===== src/rtl/core/multi_channel_uart_byte_fifo_unit_macros.svh =====
// Assertion macros shared by the byte FIFO unit modules.
`ifndef MULTI_CHANNEL_UART_BYTE_FIFO_UNIT_MACROS_SVH
`define MULTI_CHANNEL_UART_BYTE_FIFO_UNIT_MACROS_SVH

// Check that cond holds in the same cycle as trig.
`define MCUF_ASSERT_IMPLY(label, clk, rst, trig, cond) \
   label: assert property (@(posedge clk) disable iff (rst) (trig) |-> (cond)) \
      else $error("mcuf assertion failed: same-cycle implication");

// Check that cond holds in the cycle after trig.
`define MCUF_ASSERT_NEXT(label, clk, rst, trig, cond) \
   label: assert property (@(posedge clk) disable iff (rst) (trig) |=> (cond)) \
      else $error("mcuf assertion failed: next-cycle implication");

`endif


===== src/rtl/core/mcuf_pkg.sv =====
// Types and constants of the multi-channel byte FIFO unit.
package mcuf_pkg;

   localparam int MODE_W   = 3;
   localparam int CHAN_W   = 2;
   localparam int BYTE_W   = 8;
   localparam int BLEN_W   = 7;
   localparam int STATUS_W = 2;
   localparam int USED_W   = 7;

   typedef enum logic [MODE_W-1:0] {
      MODE_RX_PUT  = 3'd0,
      MODE_RX_GET  = 3'd1,
      MODE_RX_PEEK = 3'd2,
      MODE_TX_PUT  = 3'd3,
      MODE_TX_GET  = 3'd4,
      MODE_QUERY   = 3'd5
   } mode_type;

   typedef enum logic [STATUS_W-1:0] {
      STATUS_OK         = 2'd0,
      STATUS_NO_CHANNEL = 2'd1,
      STATUS_EMPTY_FULL = 2'd2
   } status_type;

   typedef enum logic [1:0] {
      ST_IDLE,
      ST_EXEC,
      ST_RESP
   } state_type;

   // Commands from the controller to the datapath.
   typedef struct packed {
      logic load_item;
      logic execute;
   } cmd_type;

endpackage


===== src/rtl/core/mcuf_ifs.sv =====
// Request and response channel interfaces of the byte FIFO unit.
interface mcuf_req_if;
   logic                             valid;
   logic                             ready;
   logic [mcuf_pkg::MODE_W-1:0]      mode;
   logic [mcuf_pkg::CHAN_W-1:0]      channel;
   logic [mcuf_pkg::BYTE_W-1:0]      data_byte;
   logic [mcuf_pkg::BLEN_W-1:0]      burst_len;
   logic                             first_of_burst;

   modport source (output valid, mode, channel, data_byte, burst_len, first_of_burst,
                   input ready);
   modport sink (input valid, mode, channel, data_byte, burst_len, first_of_burst,
                 output ready);
endinterface

interface mcuf_rsp_if;
   logic                             valid;
   logic                             ready;
   logic [mcuf_pkg::STATUS_W-1:0]    status;
   logic [mcuf_pkg::BYTE_W-1:0]      data_out;
   logic [mcuf_pkg::USED_W-1:0]      rx_used;
   logic [mcuf_pkg::USED_W-1:0]      tx_used;
   logic                             tx_irq_enable;

   modport source (output valid, status, data_out, rx_used, tx_used, tx_irq_enable,
                   input ready);
   modport sink (input valid, status, data_out, rx_used, tx_used, tx_irq_enable,
                 output ready);
endinterface


===== src/rtl/core/mcuf_ram.sv =====
// Generic single-write, single-read RAM with registered read data.
module mcuf_ram #(
   parameter int WIDTH = 8,
   parameter int DEPTH = 192
) (
   input  logic                     clock,
   input  logic                     wr_en,
   input  logic [$clog2(DEPTH)-1:0] wr_addr,
   input  logic [WIDTH-1:0]         wr_data,
   input  logic                     rd_en,
   input  logic [$clog2(DEPTH)-1:0] rd_addr,
   output logic [WIDTH-1:0]         rd_data
);

   logic [WIDTH-1:0] mem_ff [DEPTH];
   logic [WIDTH-1:0] rd_data_ff;

   // Write one entry, read one entry
   always_ff @(posedge clock) begin
      if (wr_en) begin
         mem_ff[wr_addr] <= wr_data;
      end
      if (rd_en) begin
         rd_data_ff <= mem_ff[rd_addr];
      end
   end

   assign rd_data = rd_data_ff;

endmodule


===== src/rtl/core/mcuf_ctrl.sv =====
// Controller state machine: sequences load, execute and response of one item.
`include "multi_channel_uart_byte_fifo_unit_macros.svh"

module mcuf_ctrl (
   input  logic              clock,
   input  logic              reset,
   input  logic              req_valid,
   output logic              req_ready,
   output logic              rsp_valid,
   input  logic              rsp_ready,
   output mcuf_pkg::cmd_type cmd
);

   mcuf_pkg::state_type state_ff, state_in;

   // Hold the state
   always_ff @(posedge clock) begin
      if (reset) begin
         state_ff <= mcuf_pkg::ST_IDLE;
      end else begin
         state_ff <= state_in;
      end
   end

   // Next state and commands; refuse items while reset is held
   always_comb begin
      state_in      = state_ff;
      req_ready     = 1'b0;
      rsp_valid     = 1'b0;
      cmd.load_item = 1'b0;
      cmd.execute   = 1'b0;
      case (state_ff)
         mcuf_pkg::ST_IDLE: begin
            req_ready = !reset;
            if (req_valid && !reset) begin
               cmd.load_item = 1'b1;
               state_in      = mcuf_pkg::ST_EXEC;
            end
         end
         mcuf_pkg::ST_EXEC: begin
            cmd.execute = 1'b1;
            state_in    = mcuf_pkg::ST_RESP;
         end
         mcuf_pkg::ST_RESP: begin
            rsp_valid = 1'b1;
            if (rsp_ready) begin
               state_in = mcuf_pkg::ST_IDLE;
            end
         end
         default: begin
            state_in = mcuf_pkg::ST_IDLE;
         end
      endcase
   end

   // One item in flight at a time
   `MCUF_ASSERT_IMPLY(a_no_accept_while_rsp, clock, reset, rsp_valid, !req_ready)
   `MCUF_ASSERT_NEXT(a_load_then_exec, clock, reset, cmd.load_item, cmd.execute)
   `MCUF_ASSERT_NEXT(a_exec_then_rsp, clock, reset, cmd.execute, rsp_valid)

endmodule


===== src/rtl/core/mcuf_dp.sv =====
// Datapath: item register, per-channel pointers and counts, byte stores, result register.
`include "multi_channel_uart_byte_fifo_unit_macros.svh"

module mcuf_dp #(
   parameter int CHANNELS = 3,
   parameter int RX_DEPTH = 64,
   parameter int TX_DEPTH = 64
) (
   input  logic                            clock,
   input  logic                            reset,
   input  mcuf_pkg::cmd_type               cmd,
   input  logic [mcuf_pkg::MODE_W-1:0]     mode,
   input  logic [mcuf_pkg::CHAN_W-1:0]     channel,
   input  logic [mcuf_pkg::BYTE_W-1:0]     data_byte,
   input  logic [mcuf_pkg::BLEN_W-1:0]     burst_len,
   input  logic                            first_of_burst,
   output logic [mcuf_pkg::STATUS_W-1:0]   status,
   output logic [mcuf_pkg::BYTE_W-1:0]     data_out,
   output logic [mcuf_pkg::USED_W-1:0]     rx_used,
   output logic [mcuf_pkg::USED_W-1:0]     tx_used,
   output logic                            tx_irq_enable
);

   localparam int RX_PW = $clog2(RX_DEPTH);
   localparam int RX_CW = $clog2(RX_DEPTH + 1);
   localparam int RX_AW = $clog2(CHANNELS * RX_DEPTH);
   localparam int TX_PW = $clog2(TX_DEPTH);
   localparam int TX_CW = $clog2(TX_DEPTH + 1);
   localparam int TX_AW = $clog2(CHANNELS * TX_DEPTH);

   typedef enum logic [1:0] {
      RD_NONE,
      RD_RX,
      RD_TX
   } rd_sel_type;

   // Item register
   logic [mcuf_pkg::MODE_W-1:0] mode_ff;
   logic [mcuf_pkg::CHAN_W-1:0] chan_ff;
   logic [mcuf_pkg::BYTE_W-1:0] byte_ff;
   logic [mcuf_pkg::BLEN_W-1:0] blen_ff;
   logic                        first_ff;

   // Per-channel control state
   logic [RX_PW-1:0] rx_head_ff [CHANNELS];
   logic [RX_PW-1:0] rx_tail_ff [CHANNELS];
   logic [RX_CW-1:0] rx_cnt_ff  [CHANNELS];
   logic [TX_PW-1:0] tx_head_ff [CHANNELS];
   logic [TX_PW-1:0] tx_tail_ff [CHANNELS];
   logic [TX_CW-1:0] tx_cnt_ff  [CHANNELS];
   logic             irq_ff     [CHANNELS];
   logic             drop_ff    [CHANNELS];

   // Selected channel, current and next
   logic             ch_ok;
   logic [RX_PW-1:0] cur_rx_head, cur_rx_tail, rx_head_in, rx_tail_in;
   logic [RX_CW-1:0] cur_rx_cnt, rx_cnt_in;
   logic [TX_PW-1:0] cur_tx_head, cur_tx_tail, tx_head_in, tx_tail_in;
   logic [TX_CW-1:0] cur_tx_cnt, tx_cnt_in;
   logic             cur_irq, cur_drop, irq_in, drop_in;

   // Store control
   logic             rx_wr, rx_rd, tx_wr, tx_rd, tx_store;
   logic [RX_AW-1:0] rx_wr_addr, rx_rd_addr;
   logic [TX_AW-1:0] tx_wr_addr, tx_rd_addr;
   logic [mcuf_pkg::BYTE_W-1:0] rx_rd_data, tx_rd_data;

   // Result register
   mcuf_pkg::status_type        status_in;
   logic [mcuf_pkg::STATUS_W-1:0] status_ff;
   logic [mcuf_pkg::USED_W-1:0] rx_used_ff, tx_used_ff;
   logic                        irq_out_ff;
   rd_sel_type                  rd_sel_ff, rd_sel_in;

   // Capture the accepted item
   always_ff @(posedge clock) begin
      if (cmd.load_item) begin
         mode_ff  <= mode;
         chan_ff  <= channel;
         byte_ff  <= data_byte;
         blen_ff  <= burst_len;
         first_ff <= first_of_burst;
      end
   end

   // Select the addressed channel's state
   always_comb begin
      ch_ok       = 32'(chan_ff) < CHANNELS;
      cur_rx_head = '0;
      cur_rx_tail = '0;
      cur_rx_cnt  = '0;
      cur_tx_head = '0;
      cur_tx_tail = '0;
      cur_tx_cnt  = '0;
      cur_irq     = 1'b0;
      cur_drop    = 1'b0;
      for (int c = 0; c < CHANNELS; c++) begin
         if (32'(chan_ff) == c) begin
            cur_rx_head = rx_head_ff[c];
            cur_rx_tail = rx_tail_ff[c];
            cur_rx_cnt  = rx_cnt_ff[c];
            cur_tx_head = tx_head_ff[c];
            cur_tx_tail = tx_tail_ff[c];
            cur_tx_cnt  = tx_cnt_ff[c];
            cur_irq     = irq_ff[c];
            cur_drop    = drop_ff[c];
         end
      end
   end

   // Decode the operation and work out the channel's next state
   always_comb begin
      rx_head_in = cur_rx_head;
      rx_tail_in = cur_rx_tail;
      rx_cnt_in  = cur_rx_cnt;
      tx_head_in = cur_tx_head;
      tx_tail_in = cur_tx_tail;
      tx_cnt_in  = cur_tx_cnt;
      irq_in     = cur_irq;
      drop_in    = cur_drop;
      status_in  = mcuf_pkg::STATUS_OK;
      rd_sel_in  = RD_NONE;
      rx_wr      = 1'b0;
      rx_rd      = 1'b0;
      tx_rd      = 1'b0;
      tx_store   = 1'b0;
      if (!ch_ok) begin
         status_in = mcuf_pkg::STATUS_NO_CHANNEL;
      end else begin
         case (mode_ff)
            mcuf_pkg::MODE_RX_PUT: begin
               if (cur_rx_cnt >= RX_CW'(RX_DEPTH)) begin
                  status_in = mcuf_pkg::STATUS_EMPTY_FULL;
               end else begin
                  rx_wr      = 1'b1;
                  rx_head_in = (cur_rx_head == RX_PW'(RX_DEPTH - 1)) ? '0
                                                                     : cur_rx_head + 1'b1;
                  rx_cnt_in  = cur_rx_cnt + 1'b1;
               end
            end
            mcuf_pkg::MODE_RX_GET, mcuf_pkg::MODE_RX_PEEK: begin
               if (cur_rx_cnt == '0) begin
                  status_in = mcuf_pkg::STATUS_EMPTY_FULL;
               end else begin
                  rx_rd     = 1'b1;
                  rd_sel_in = RD_RX;
                  if (mode_ff == mcuf_pkg::MODE_RX_GET) begin
                     rx_tail_in = (cur_rx_tail == RX_PW'(RX_DEPTH - 1)) ? '0
                                                                        : cur_rx_tail + 1'b1;
                     rx_cnt_in  = cur_rx_cnt - 1'b1;
                  end
               end
            end
            mcuf_pkg::MODE_TX_PUT: begin
               if (first_ff) begin
                  // Admit or refuse the whole burst on its first byte
                  if (32'(cur_tx_cnt) + 32'(blen_ff) < TX_DEPTH) begin
                     drop_in  = 1'b0;
                     tx_store = 1'b1;
                  end else begin
                     drop_in   = 1'b1;
                     status_in = mcuf_pkg::STATUS_EMPTY_FULL;
                  end
               end else if (cur_drop || cur_tx_cnt >= TX_CW'(TX_DEPTH)) begin
                  status_in = mcuf_pkg::STATUS_EMPTY_FULL;
               end else begin
                  tx_store = 1'b1;
               end
               if (tx_store) begin
                  tx_head_in = (cur_tx_head == TX_PW'(TX_DEPTH - 1)) ? '0
                                                                     : cur_tx_head + 1'b1;
                  tx_cnt_in  = cur_tx_cnt + 1'b1;
                  if (cur_tx_cnt == '0) begin
                     irq_in = 1'b1;
                  end
               end
            end
            mcuf_pkg::MODE_TX_GET: begin
               if (cur_tx_cnt == '0) begin
                  status_in = mcuf_pkg::STATUS_EMPTY_FULL;
                  irq_in    = 1'b0;
               end else begin
                  tx_rd      = 1'b1;
                  rd_sel_in  = RD_TX;
                  tx_tail_in = (cur_tx_tail == TX_PW'(TX_DEPTH - 1)) ? '0
                                                                     : cur_tx_tail + 1'b1;
                  tx_cnt_in  = cur_tx_cnt - 1'b1;
               end
            end
            default: begin
               // query and unused codes leave state alone
            end
         endcase
      end
      tx_wr = tx_store;
   end

   // Flat store addresses: channel block plus pointer
   assign rx_wr_addr = RX_AW'(32'(chan_ff) * RX_DEPTH + 32'(cur_rx_head));
   assign rx_rd_addr = RX_AW'(32'(chan_ff) * RX_DEPTH + 32'(cur_rx_tail));
   assign tx_wr_addr = TX_AW'(32'(chan_ff) * TX_DEPTH + 32'(cur_tx_head));
   assign tx_rd_addr = TX_AW'(32'(chan_ff) * TX_DEPTH + 32'(cur_tx_tail));

   // Write back the addressed channel
   always_ff @(posedge clock) begin
      if (reset) begin
         for (int c = 0; c < CHANNELS; c++) begin
            rx_head_ff[c] <= '0;
            rx_tail_ff[c] <= '0;
            rx_cnt_ff[c]  <= '0;
            tx_head_ff[c] <= '0;
            tx_tail_ff[c] <= '0;
            tx_cnt_ff[c]  <= '0;
            irq_ff[c]     <= 1'b0;
            drop_ff[c]    <= 1'b0;
         end
      end else if (cmd.execute && ch_ok) begin
         for (int c = 0; c < CHANNELS; c++) begin
            if (32'(chan_ff) == c) begin
               rx_head_ff[c] <= rx_head_in;
               rx_tail_ff[c] <= rx_tail_in;
               rx_cnt_ff[c]  <= rx_cnt_in;
               tx_head_ff[c] <= tx_head_in;
               tx_tail_ff[c] <= tx_tail_in;
               tx_cnt_ff[c]  <= tx_cnt_in;
               irq_ff[c]     <= irq_in;
               drop_ff[c]    <= drop_in;
            end
         end
      end
   end

   // Register the result fields
   always_ff @(posedge clock) begin
      if (cmd.execute) begin
         status_ff  <= status_in;
         rd_sel_ff  <= rd_sel_in;
         rx_used_ff <= ch_ok ? mcuf_pkg::USED_W'(rx_cnt_in) : '0;
         tx_used_ff <= ch_ok ? mcuf_pkg::USED_W'(tx_cnt_in) : '0;
         irq_out_ff <= ch_ok ? irq_in : 1'b0;
      end
   end

   mcuf_ram #(
      .WIDTH (mcuf_pkg::BYTE_W),
      .DEPTH (CHANNELS * RX_DEPTH)
   ) u_rx_ram (
      .clock   (clock),
      .wr_en   (cmd.execute && rx_wr),
      .wr_addr (rx_wr_addr),
      .wr_data (byte_ff),
      .rd_en   (cmd.execute && rx_rd),
      .rd_addr (rx_rd_addr),
      .rd_data (rx_rd_data)
   );

   mcuf_ram #(
      .WIDTH (mcuf_pkg::BYTE_W),
      .DEPTH (CHANNELS * TX_DEPTH)
   ) u_tx_ram (
      .clock   (clock),
      .wr_en   (cmd.execute && tx_wr),
      .wr_addr (tx_wr_addr),
      .wr_data (byte_ff),
      .rd_en   (cmd.execute && tx_rd),
      .rd_addr (tx_rd_addr),
      .rd_data (tx_rd_data)
   );

   // Drive the result
   always_comb begin
      case (rd_sel_ff)
         RD_RX:   data_out = rx_rd_data;
         RD_TX:   data_out = tx_rd_data;
         default: data_out = '0;
      endcase
   end

   assign status        = status_ff;
   assign rx_used       = rx_used_ff;
   assign tx_used       = tx_used_ff;
   assign tx_irq_enable = irq_out_ff;

   // Counts never pass the buffer depth
   for (genvar g = 0; g < CHANNELS; g++) begin : g_cnt_chk
      `MCUF_ASSERT_IMPLY(a_rx_cnt_bound, clock, reset, 1'b1, rx_cnt_ff[g] <= RX_CW'(RX_DEPTH))
      `MCUF_ASSERT_IMPLY(a_tx_cnt_bound, clock, reset, 1'b1, tx_cnt_ff[g] <= TX_CW'(TX_DEPTH))
   end

endmodule


===== src/rtl/core/multi_channel_uart_byte_fifo_unit.sv =====
// Top level of the multi-channel receive/transmit byte FIFO unit.
//
//   channel   direction  contents
//   req_ch    in         mode, channel, data_byte, burst_len, first_of_burst
//   rsp_ch    out        status, data_out, rx_used, tx_used, tx_irq_enable
//
// An item goes through accept, execute (state update and store access), then
// the offer of the result. The registered read port of the byte stores has its
// data ready for the result. A stalled result holds the unit until it is taken.
// Synchronous reset clears all pointers, counts and flags; stores are not cleared.
module multi_channel_uart_byte_fifo_unit #(
   parameter int CHANNELS = 3,
   parameter int RX_DEPTH = 64,
   parameter int TX_DEPTH = 64
) (
   input logic        clock,
   input logic        reset,
   mcuf_req_if.sink   req_ch,
   mcuf_rsp_if.source rsp_ch
);

   mcuf_pkg::cmd_type cmd;

   mcuf_ctrl u_ctrl (
      .clock     (clock),
      .reset     (reset),
      .req_valid (req_ch.valid),
      .req_ready (req_ch.ready),
      .rsp_valid (rsp_ch.valid),
      .rsp_ready (rsp_ch.ready),
      .cmd       (cmd)
   );

   mcuf_dp #(
      .CHANNELS (CHANNELS),
      .RX_DEPTH (RX_DEPTH),
      .TX_DEPTH (TX_DEPTH)
   ) u_dp (
      .clock          (clock),
      .reset          (reset),
      .cmd            (cmd),
      .mode           (req_ch.mode),
      .channel        (req_ch.channel),
      .data_byte      (req_ch.data_byte),
      .burst_len      (req_ch.burst_len),
      .first_of_burst (req_ch.first_of_burst),
      .status         (rsp_ch.status),
      .data_out       (rsp_ch.data_out),
      .rx_used        (rsp_ch.rx_used),
      .tx_used        (rsp_ch.tx_used),
      .tx_irq_enable  (rsp_ch.tx_irq_enable)
   );

endmodule


===== src/flat_wrapper.sv =====
// flat-port wrapper written by rule: the top's interface ports become plain ports
module multi_channel_uart_byte_fifo_unit_flat 
#(
   parameter int CHANNELS = 3,
   parameter int RX_DEPTH = 64,
   parameter int TX_DEPTH = 64
)
  (clock, reset, req_ch_valid, req_ch_mode, req_ch_channel, req_ch_data_byte, req_ch_burst_len, req_ch_first_of_burst, req_ch_ready, rsp_ch_valid, rsp_ch_status, rsp_ch_data_out, rsp_ch_rx_used, rsp_ch_tx_used, rsp_ch_tx_irq_enable, rsp_ch_ready);
  mcuf_req_if req_ch_i ();
  mcuf_rsp_if rsp_ch_i ();
  input logic clock;
  input logic reset;
  input wire logic [$bits(req_ch_i.valid)-1:0] req_ch_valid;
  input wire logic [$bits(req_ch_i.mode)-1:0] req_ch_mode;
  input wire logic [$bits(req_ch_i.channel)-1:0] req_ch_channel;
  input wire logic [$bits(req_ch_i.data_byte)-1:0] req_ch_data_byte;
  input wire logic [$bits(req_ch_i.burst_len)-1:0] req_ch_burst_len;
  input wire logic [$bits(req_ch_i.first_of_burst)-1:0] req_ch_first_of_burst;
  output wire logic [$bits(req_ch_i.ready)-1:0] req_ch_ready;
  output wire logic [$bits(rsp_ch_i.valid)-1:0] rsp_ch_valid;
  output wire logic [$bits(rsp_ch_i.status)-1:0] rsp_ch_status;
  output wire logic [$bits(rsp_ch_i.data_out)-1:0] rsp_ch_data_out;
  output wire logic [$bits(rsp_ch_i.rx_used)-1:0] rsp_ch_rx_used;
  output wire logic [$bits(rsp_ch_i.tx_used)-1:0] rsp_ch_tx_used;
  output wire logic [$bits(rsp_ch_i.tx_irq_enable)-1:0] rsp_ch_tx_irq_enable;
  input wire logic [$bits(rsp_ch_i.ready)-1:0] rsp_ch_ready;
  assign req_ch_i.valid = req_ch_valid;
  assign req_ch_i.mode = req_ch_mode;
  assign req_ch_i.channel = req_ch_channel;
  assign req_ch_i.data_byte = req_ch_data_byte;
  assign req_ch_i.burst_len = req_ch_burst_len;
  assign req_ch_i.first_of_burst = req_ch_first_of_burst;
  assign req_ch_ready = req_ch_i.ready;
  assign rsp_ch_valid = rsp_ch_i.valid;
  assign rsp_ch_status = rsp_ch_i.status;
  assign rsp_ch_data_out = rsp_ch_i.data_out;
  assign rsp_ch_rx_used = rsp_ch_i.rx_used;
  assign rsp_ch_tx_used = rsp_ch_i.tx_used;
  assign rsp_ch_tx_irq_enable = rsp_ch_i.tx_irq_enable;
  assign rsp_ch_i.ready = rsp_ch_ready;
  multi_channel_uart_byte_fifo_unit #(.CHANNELS(CHANNELS), .RX_DEPTH(RX_DEPTH), .TX_DEPTH(TX_DEPTH)) u_core (.clock(clock), .reset(reset), .req_ch(req_ch_i), .rsp_ch(rsp_ch_i));
endmodule

===== config.mk =====
export PLATFORM = sky130hd
export DESIGN_NAME = multi_channel_uart_byte_fifo_unit_flat
export DESIGN_NICKNAME = d
export VERILOG_FILES = /design/src/rtl/core/mcuf_pkg.sv /design/src/rtl/core/mcuf_ifs.sv /design/src/rtl/core/mcuf_ram.sv /design/src/rtl/core/mcuf_ctrl.sv /design/src/rtl/core/mcuf_dp.sv /design/src/rtl/core/multi_channel_uart_byte_fifo_unit.sv /design/src/flat_wrapper.sv
export VERILOG_INCLUDE_DIRS = /design/src /design/src/rtl/core
export SDC_FILE = /design/constraint.sdc
export NUM_CORES = 2
export LEC_CHECK = 0
export BUFFER_PORTS_ARGS = -buffer_cell sky130_fd_sc_hd__buf_4
export CORE_ASPECT_RATIO = 2
export CORE_UTILIZATION = 40
export CTS_CLUSTER_SIZE = 14
export DETAILED_ROUTE_END_ITERATION = 10
export PLACE_DENSITY = 0.6
export SETUP_SLACK_MARGIN = 0.02
export SYNTH_ARGS = -nofsm -noshare
export SYNTH_HDL_FRONTEND = slang
export SYNTH_SLANG_ARGS = --single-unit

===== constraint.sdc =====
create_clock -name clock -period 16.6 [get_ports clock]
set_input_delay 0.83 -clock clock [delete_from_list [all_inputs] [get_ports clock]]
set_output_delay 0.83 -clock clock [all_outputs]
set_load 0.01 [all_outputs]

==> impl_metrics.tcl <==
set metrics [dict create \
    status "finished with violations" \
    violations "capacitance limit, slew limit" \
    routabilityCongestion 0.9626 \
    synth_area_leader_cell "edfxtp_1" \
    setup_viol 0 \
    ir_drop_v 0.00008161 \
    post-route-period-util 0.4128 \
    synth_top_family_by_area "simple AND/OR/NAND/NOR gates" \
    synth-edff-count 3248 \
    syn_area_per_cell_um2 12.97 \
    fin_hold_ws_ns 0.1333 \
    drt_iter0_drc 8730 \
    final_common_cell "edfxtp_1" \
    cts_sinks 3250 \
    hold_buffers 0 \
    min_period_ns 6.852 \
    post-route-drc-count 0 \
    synth-compound-area-share 0.04744 \
    htreeDepth 5 \
    max_clock_freq_mhz 145.9 \
    dieArea_mm2 0.3303 \
    die_h_um 811.7 \
    pwr-share-comb 0.069 \
    grt_pass1_wl_mm 590.2 \
    synthAdderAreaFrac 0.002195 \
    synth-simple-area-share 0.1636 \
    viasPerCell 5.744 \
    grt_pass1_vias 82709 \
    core_mm2 0.3266 \
    synth-xor-area-share 0.0008015 \
    worst_pin_slew_ns 1.656 \
    ctsRootBufferMaster "clkbuf_16" \
    power.switching_mw 3.863 \
    r2r_start "u_core.u_dp.chan_ff[0]" \
    total_leakage_power_nw 47.66 \
    synth_mux_area_frac 0.01716 \
    p_sw_frac 0.2315 \
    finalClockSkew_ns 0.06749 \
    hold-path-cell-count 1 \
    ys_seq_area_frac 0.7441 \
    overflow 0 \
    syn2layout_area_growth_pct 10.17 \
    tritoncts "built" \
    vias 83177 \
    crit_fanout 36 \
    grt_usage 0.2491 \
    ys_warn_count 0 \
    num_rows 297 \
    clkLatencyLatePin_ns 0.89 \
    postCtsSetupRepairBufs 0 \
    slew_viol_final 4 \
    cts_max_path_buffers 4 \
    io_pins 52 \
    p_per_area_mw_per_mm2 115.5 \
    initial_core_util 0.4015 \
    ant_nets 0 \
    internal-power_mw 12.82 \
    fp.dieW_um 406.9 \
    drt_pre_antenna_iters 6 \
    wl_per_cell_um 28.87 \
    seqPwrFrac 0.542 \
    cp.arrival_ns 7.38 \
    cts.repair.resized 0 \
    reg2reg_slack_ns 9.75 \
    syn_area_mm2 0.1311 \
    pwr-share-clk 0.389 \
    min_path_type "in -> reg" \
    antenna_found_initial 7 \
    cp-startpoint "u_core.u_dp.chan_ff[0]" \
    ff2ff_path_depth 14 \
    drv_cap 3 \
    io_buffers 51 \
    ys_types 90 \
    cts_inserted_buffers 294 \
    synth_top_area_share 0.7438 \
    synth_cells 10113 \
    crit_type "reg -> reg" \
    worstSetupStartpointType "flip-flop" \
    wirelength_mm 418.1 \
    worstSetupEndpoint "u_core.u_dp.u_tx_ram.mem_ff[111][7]" \
    hold_viol 0 \
    synth.area.top_cells "edfxtp_1 (74%), nand2_1 (8.2%), nand3_1 (4.7%), nor2_1 (1.4%), mux2i_1 (1.4%)" \
    slew_headroom -0.1039 \
    rsz0062_at_grt "false" \
    final_nets 10025 \
    reg2reg_to "u_core.u_dp.u_tx_ram.mem_ff[111][7]" \
    layout_common_cells "edfxtp_1 (3248), nand2_1 (2848), nand3_1 (1227)" \
    endpoint_kind "flip-flop" \
    drive_gt1_frac 0.07110 \
    required_ns 17.12 \
    synth_nets 10161 \
    synth-seq-cells 3250 \
    synth_top_flop_cell "edfxtp_1" \
    synth_async_sr_flop_share 0 \
    finalSetupTns_ns 0 \
    post-dp-hpwl_mm 263.9 \
    clk_pin_slew_ns 0.06 \
    grt_max_degree 184 \
]
==> cells in the mapped netlist, types with 13 or more instances <==
master / n
edfxtp_1: 3248
nand2_1: 2863
nand3_1: 1243
nor2_1: 485
buf_2: 313
a31oi_1: 232
a21oi_1: 225
clkbuf_1: 221
mux2i_1: 179
and3_1: 171
nor3_1: 81
buf_1: 80
a32oi_1: 71
nand4_1: 60
a311oi_1: 58
o21ai_0: 54
a211oi_1: 45
buf_4: 41
o22ai_1: 34
nor4_1: 31
a22oi_1: 29
nor2b_1: 24
ha_1: 23
o221ai_1: 21
inv_1: 19
a221oi_1: 18
mux4_2: 17
and2_1: 16
o21ai_1: 14
buf_6: 13
or3_1: 13
==> power by group through the flow <==
stage          clock network [mW]  logic [mW]  registers (mW)
3_5_place_dp                    0        1.14            9.21
6_report                     6.49        1.16            9.04
5_1_grt                      6.82        1.21            9.03
3_3_place_gp                    0        1.13            9.21
2_1_floorplan                   0       0.613            9.28
4_1_cts                      6.57        1.15            9.04
==> worst min path at each step <==
stage / start / to / slack (ns)
after CTS: req_ch_burst_len[3] / u_core.u_dp.blen_ff[3] / 0.08
final: req_ch_burst_len[3] / u_core.u_dp.blen_ff[3] / 0.13
after detailed placement: u_core.u_ctrl.state_ff[0] / u_core.u_ctrl.state_ff[1] / 0.58
after global routing: req_ch_burst_len[2] / u_core.u_dp.blen_ff[2] / 0.12
after global placement: u_core.u_ctrl.state_ff[0] / u_core.u_ctrl.state_ff[1] / 0.58
after floorplan: u_core.u_ctrl.state_ff[0] / u_core.u_ctrl.state_ff[1] / 0.57
==> per-layer routing <==
metal	up-vias	share of wire	global-route usage	wire length [µm]
li1	36652	-	-	-
met1	41655	0.33	0.2600	137100
met2	3690	0.51	0.4416	214600
met3	1174	0.058	0.03151	24340
met4	6	0.10	0.2099	42050
met5	-	0.000081	0	34
==> cell type report <==
class,count,area [µm²]
diodes,6,15.01
clock buffers,377,8029
multi-input cells,6171,30690
well taps,4335,5424
inverters,24,121.4
flip-flops and latches,3250,97570
clock inverters,82,641.9
fillers,29190,182200
repair buffers,236,1968
==> critical path, stage by stage (launching register included) <==
cell and delay, ns:
edfxtp_1 0.42, buf_4 0.30, buf_4 0.34, nor2b_4 0.44
buf_4 0.59, nand2_1 0.11, o21ai_1 0.40, ha_1 0.37
or4b_2 0.69, o32ai_2 0.29, nand3_1 0.17, buf_4 0.24
nor2_2 0.44, nand3_1 0.81, nor2_1 0.84
==> through the flow <==
| stage | utilization | worst slack (ns) | instances | instance area, µm² | power [mW] |
|---|---|---|---|---|---|
| floorplan | - | 10.78 | 10113 | 131100 | 9.893 |
| global placement | 0.4155 | 9.774 | 14011 | 135700 | 10.35 |
| detailed placement | 0.4157 | 9.672 | 14016 | 135800 | 10.36 |
| CTS | 0.4422 | 9.682 | 14475 | 144400 | 16.75 |
| global route | 0.4422 | 9.491 | 14476 | 144500 | 17.06 |
| finish | 0.4423 | 9.748 | 14481 | 144500 | 16.68 |
==> cells by family (layout without fill, tap and decap cells) <==
family,after synthesis,count (layout)
AOI/OAI and AO/OA,913,913
other,0,6
buffers and inverters,692,719
muxes,201,201
adders and majority gates,23,23
xor gates and xnor gates,12,12
and+or+nand+nor,5022,5022
DFF,3250,3250
==> registers in the layout, summed over array words and instances (netlist names), 8 cells and up <==
name / flops
u_core.u_dp.byte_ff: 8
u_core.u_dp.rx_cnt_ff: 21
u_core.u_dp.rx_head_ff: 18
u_core.u_dp.rx_tail_ff: 18
u_core.u_dp.tx_cnt_ff: 21
u_core.u_dp.tx_head_ff: 18
u_core.u_dp.tx_tail_ff: 18
u_core.u_dp.u_rx_ram.mem_ff: 1536
u_core.u_dp.u_rx_ram.rd_data: 8
u_core.u_dp.u_tx_ram.mem_ff: 1536
u_core.u_dp.u_tx_ram.rd_data: 8
Power figures use the tool's default switching activity.
